<file path="config.mk">
export PLATFORM = sky130hd
export DESIGN_NAME = fbfla_ram
export DESIGN_NICKNAME = d
export VERILOG_FILES = /design/src/design/fixed_block_free_list_allocator_assert.svh /design/src/design/fbfla_ram.sv
export SDC_FILE = /design/constraint.sdc
export NUM_CORES = 1
export LEC_CHECK = 0
export ABC_AREA = 1
export BUFFER_PORTS_ARGS = -buffer_cell sky130_fd_sc_hd__buf_2
export CAP_MARGIN = 20
export CORE_MARGIN = 10
export CORE_UTILIZATION = 49
export DETAILED_ROUTE_END_ITERATION = 8
export GPL_ROUTABILITY_DRIVEN = 0
export PLACE_DENSITY = 0.7
export RECOVER_POWER = 100
export SETUP_SLACK_MARGIN = 0.15
export SLEW_MARGIN = 10
export SYNTH_ARGS = -nofsm -noshare
export SYNTH_HDL_FRONTEND = slang
export SYNTH_SLANG_ARGS = --single-unit
</file>
<file path="constraint.sdc">
create_clock -name clk -period 1 [get_ports clk]
set_input_delay 0.1 -clock clk [delete_from_list [all_inputs] [get_ports clk]]
set_output_delay 0.1 -clock clk [all_outputs]
set_load 0.1 [all_outputs]
</file>
<file path="src/design/fixed_block_free_list_allocator_assert.svh">
// Assertion macros used by the free list allocator top level.
`ifndef FIXED_BLOCK_FREE_LIST_ALLOCATOR_ASSERT_SVH
`define FIXED_BLOCK_FREE_LIST_ALLOCATOR_ASSERT_SVH

// The consequent must hold in the same cycle as the antecedent.
`define FBFLA_ASSERT_SAME(label, clock, resetn, ante, cons) \
    label: assert property (@(posedge clock) disable iff (!resetn) (ante) |-> (cons)) \
        else $error("free list allocator check failed");

// The consequent must hold in the cycle after the antecedent.
`define FBFLA_ASSERT_NEXT(label, clock, resetn, ante, cons) \
    label: assert property (@(posedge clock) disable iff (!resetn) (ante) |=> (cons)) \
        else $error("free list allocator check failed");

`endif

</file>
<file path="src/design/fbfla_ram.sv">
// Generic single-port-write, single-port-read RAM with registered read data.
module fbfla_ram #(
    parameter int WIDTH = 8,
    parameter int DEPTH = 16
) (
    input  logic                     clk,
    input  logic                     we,
    input  logic [$clog2(DEPTH)-1:0] waddr,
    input  logic [WIDTH-1:0]         wdata,
    input  logic [$clog2(DEPTH)-1:0] raddr,
    output logic [WIDTH-1:0]         rdata
);

    logic [WIDTH-1:0] mem [DEPTH];

    always_ff @(posedge clk)
    begin
        if (we)
        begin
            mem[waddr] <= wdata;
        end
        rdata <= mem[raddr];
    end

endmodule

</file>
Word level (Yosys, flattened, before mapping)
Memories as Yosys holds them, arrays and structs flattened. A register that Yosys moved wholly into a read port is not among the register bits.
Cells that the tools add are included.
W data, S select, Z words.
Operators by class
  multiplexer cells: 2
Operator list (count)
  $mux W1: 2
Storage, ports and cells
  output and inout port bits: 8
  bits in writable memories: 128
  register bits after elaboration: 0
  word-level logic and storage cells: 3
  memories kept: 1
Memories
  mem: words 16, bits a word 8, rd ports 1, clocked after Yosys merged registers in 1, wr ports 1, line fbfla_ram.sv:14  | logic [WIDTH-1:0] mem [DEPTH];

Longest topological paths before layout
  word-level depth: 2
  gate-level depth with buffers: 8
  gate-level depth less buffers: 7

Worst setup path before layout
No wires, ideal clock.
  path kind: in2reg
  start point: in waddr[3]
  end point: mem mem[4][0], enable pin
  buffers on the path: 0
  data arrival time: 0.681 ns
  required time: 0.630 ns
  setup time: 0.370 ns
  stages: 2
  path slack: -0.051 ns
  cell sequence: nand3b_1 nor2_1
RTL lines
  from (decl): line fbfla_ram.sv:8  | input logic [$clog2(DEPTH)-1:0] waddr,
  to (decl): line fbfla_ram.sv:14
No word-level cell before the write port.

Final worst setup path
  start point: reg rdata[0] (read register of mem)
  end point: out rdata[0]
RTL lines
  from (decl): line fbfla_ram.sv:11  | output logic [WIDTH-1:0] rdata
No word-level cell between the ends.

==> results.cfg <==
[power_and_ir_drop]
ir_worst_vdd_uv = 1363
total_power_uw = 13660
p_per_area_mw_per_mm2 = 1906
p_leak_uw = 0.003055

[timing]
setup_viol = 8
fin_crit_sh_pct = 106.4
fmax_ghz = 0.9401
whs_ns = 0.1464
setup_tns_ns = -0.2206
drv_slew = 0
hold_viol_final = 0
setup_ws_ns = -0.06376
maxSlewHeadroom_pct = 38.47
fin_skew_ns = 0.006749
period_needed_ns = 1.064
rsz0062_at_grt = true
worst_pin_slew_ns = 0.9230

[layout]
area_delta_synth_final_pct = 24.21
nNetsFinal = 615
antenna_cells = 0
finalNonFillerCells = 751
drive_gt1_share_pct = 25.49

[place]
hpwl_mm = 8.063
numPortBuffers = 25
dp_slack_ns = -0.1834
place_inst = 720

[synthesis]
yosysTopAreaCell = edfxtp_1
yosysTopAreaCellShare_pct = 66.65
synth_nets = 569
syn-cell-area_mm2 = 0.005767
yosysSeqAreaShare_pct = 69.43
yosysWarnings = 0
postSynthAreaPerCell_um2 = 10.47
synth.most_common_cell = nand2_1
synth-edff-count = 128
async_flop_share_pct = 0
synth_ff_type = edfxtp_1
synth_cell_types = 12
yosys-top-cells-area = edfxtp_1 67%, nand2_1 11%, nand3_1 8.4%
ys_seq_elements = 136
syn_inst = 551
synth_common_cells = 173 x nand2_1, 128 x edfxtp_1, 100 x inv_1

[drt]
routed_wl_mm = 13.38
drt_iter0_drc = 379
vias = 3928
routed_via_density = 5.230
drc_errors = 0
post_drt_wl_per_cell_um = 17.82
final_antenna_net_count = 0
dr.pass1.iters = 5

[floorplanning]
core_area_mm2 = 0.01147
die_w_um = 128.5
row_count = 39
die_h_um = 128.5
start_util_pct = 50.29
io-pin-count = 26
die-area_mm2 = 0.01651

[min_path]
hold_depth = 4
min-delay-start = raddr[3]
hp-class = in -> reg
min_to = rdata[4]

[critical_path]
slowest_stage = dfxtp_2
path_buf_inv = 1
r2r_start = mem[0][0]
critical_path_class = reg -> out
worstRegToRegCells = 6
cp-end-kind = output port
critical-path-top-delay-family = flip-flops
rr_endpoint = rdata[0]
worst_ep_required_time_ns = 0.90
r2r_slack_ns = 0
startpoint_type = flip-flop
worstPathArrival_ns = 0.96
cp_cell_sequence = buf_12
path_max_fanout = 1
cp_slowest_stage_delay_ns = 0.36

[clock_tree]
numCtsBuffers = 17
cts.sinks = 136
cts_max_path_buffers = 2
cts_tree = yes
clock_latency_ns = 0.42
clk_pin_slew_ns = 0.06
cts_root_buffer = clkbuf_16
h-tree-depth = 4

[status]
failed_checks = setup timing
status = finished with violations

[global_routing]
track_usage_pct = 16.65
antenna_found_initial = 0
first_global_vias = 4048
grt_max_degree = 63
grt_pass1_wl_mm = 20.89
grt_overflow_total = 0

[flow_run]
drv_cap = 0
[worst max-delay path by stage]
| stage | startpoint | to | cells past startpoint |
|---|---|---|---|
| after global routing | rdata[0] | rdata[0] | 1 |
| final | rdata[0] | rdata[0] | 1 |
| after detailed placement | waddr[2] | mem[8][6] | 4 |
| after global placement | waddr[2] | mem[10][7] | 4 |
| after floorplan | waddr[2] | mem[10][0] | 2 |
| after CTS | rdata[0] | rdata[0] | 1 |
[layout by cell type (no fill, tap or decap), types with 4 or more instances in the layout]
| master | netlist | final |
|---|---|---|
| buf_12 | 0 | 14 |
| buf_2 | 13 | 5 |
| buf_4 | 4 | 7 |
| clkbuf_1 | 0 | 12 |
| clkbuf_16 | 0 | 17 |
| clkbuf_2 | 0 | 11 |
| clkinv_2 | 0 | 4 |
| clkinv_4 | 0 | 4 |
| dfxtp_2 | 0 | 8 |
| edfxtp_1 | 128 | 128 |
| inv_1 | 100 | 97 |
| inv_2 | 2 | 5 |
| nand2_1 | 173 | 160 |
| nand2_2 | 0 | 13 |
| nand3_1 | 97 | 47 |
| nand3_2 | 0 | 48 |
| nor2_1 | 17 | 5 |
| nor2_2 | 0 | 12 |
[flip-flops by register name (all words and copies together) (netlist names)]
signal and cells:
rdata 8, mem 128
[power by group]
group / switching [uW] / internal, uW / total, uW
Clock: 2270 / 3610 / 5880
Combinational: 910 / 424 / 1330
Sequential: 56.4 / 6390 / 6440
Total: 3230 / 10400 / 13700
[routing by layer]
metal  GRT usage (%)  share of wire [%]
met3           4.600                6.7
met4           8.477                3.3
met2           27.70                 51
met1           19.35                 39
met5               0                  0
[timing repair]
item                                    CTS  global route
buffers inserted                          0             0
hold buffers                              1             0
resized for setup                        40            30
hold endpoints to repair                  1             0
pin swaps                                25            23
endpoints found under the setup margin   16            16
[final cells by class]
type	instances	area (um2)
Clock buffer	17	425.4
Inverter	102	382.9
Clock inverter	13	133.9
Multi-Input combinational cell	289	1541
Fill cell	826	4304
Timing Repair Buffer	51	486.7
Sequential cell	136	4014
Tap cell	143	178.9
[kinds of logic after synthesis]
group	share of synthesized area, %
flops	69.43
buf+inv	9.525
simple gates	21.05
[metrics by stage]
stage | area, um2 | utilization [%]
2_1_floorplan | 5867 | -
3_3_place_gp | 6450 | 56.25
3_5_place_dp | 6450 | 56.25
4_1_cts | 7209 | 62.87
5_1_grt | 7163 | 62.47
6_report | 7163 | 62.47
No activity file was read; power rests on OpenSTA's default activity.
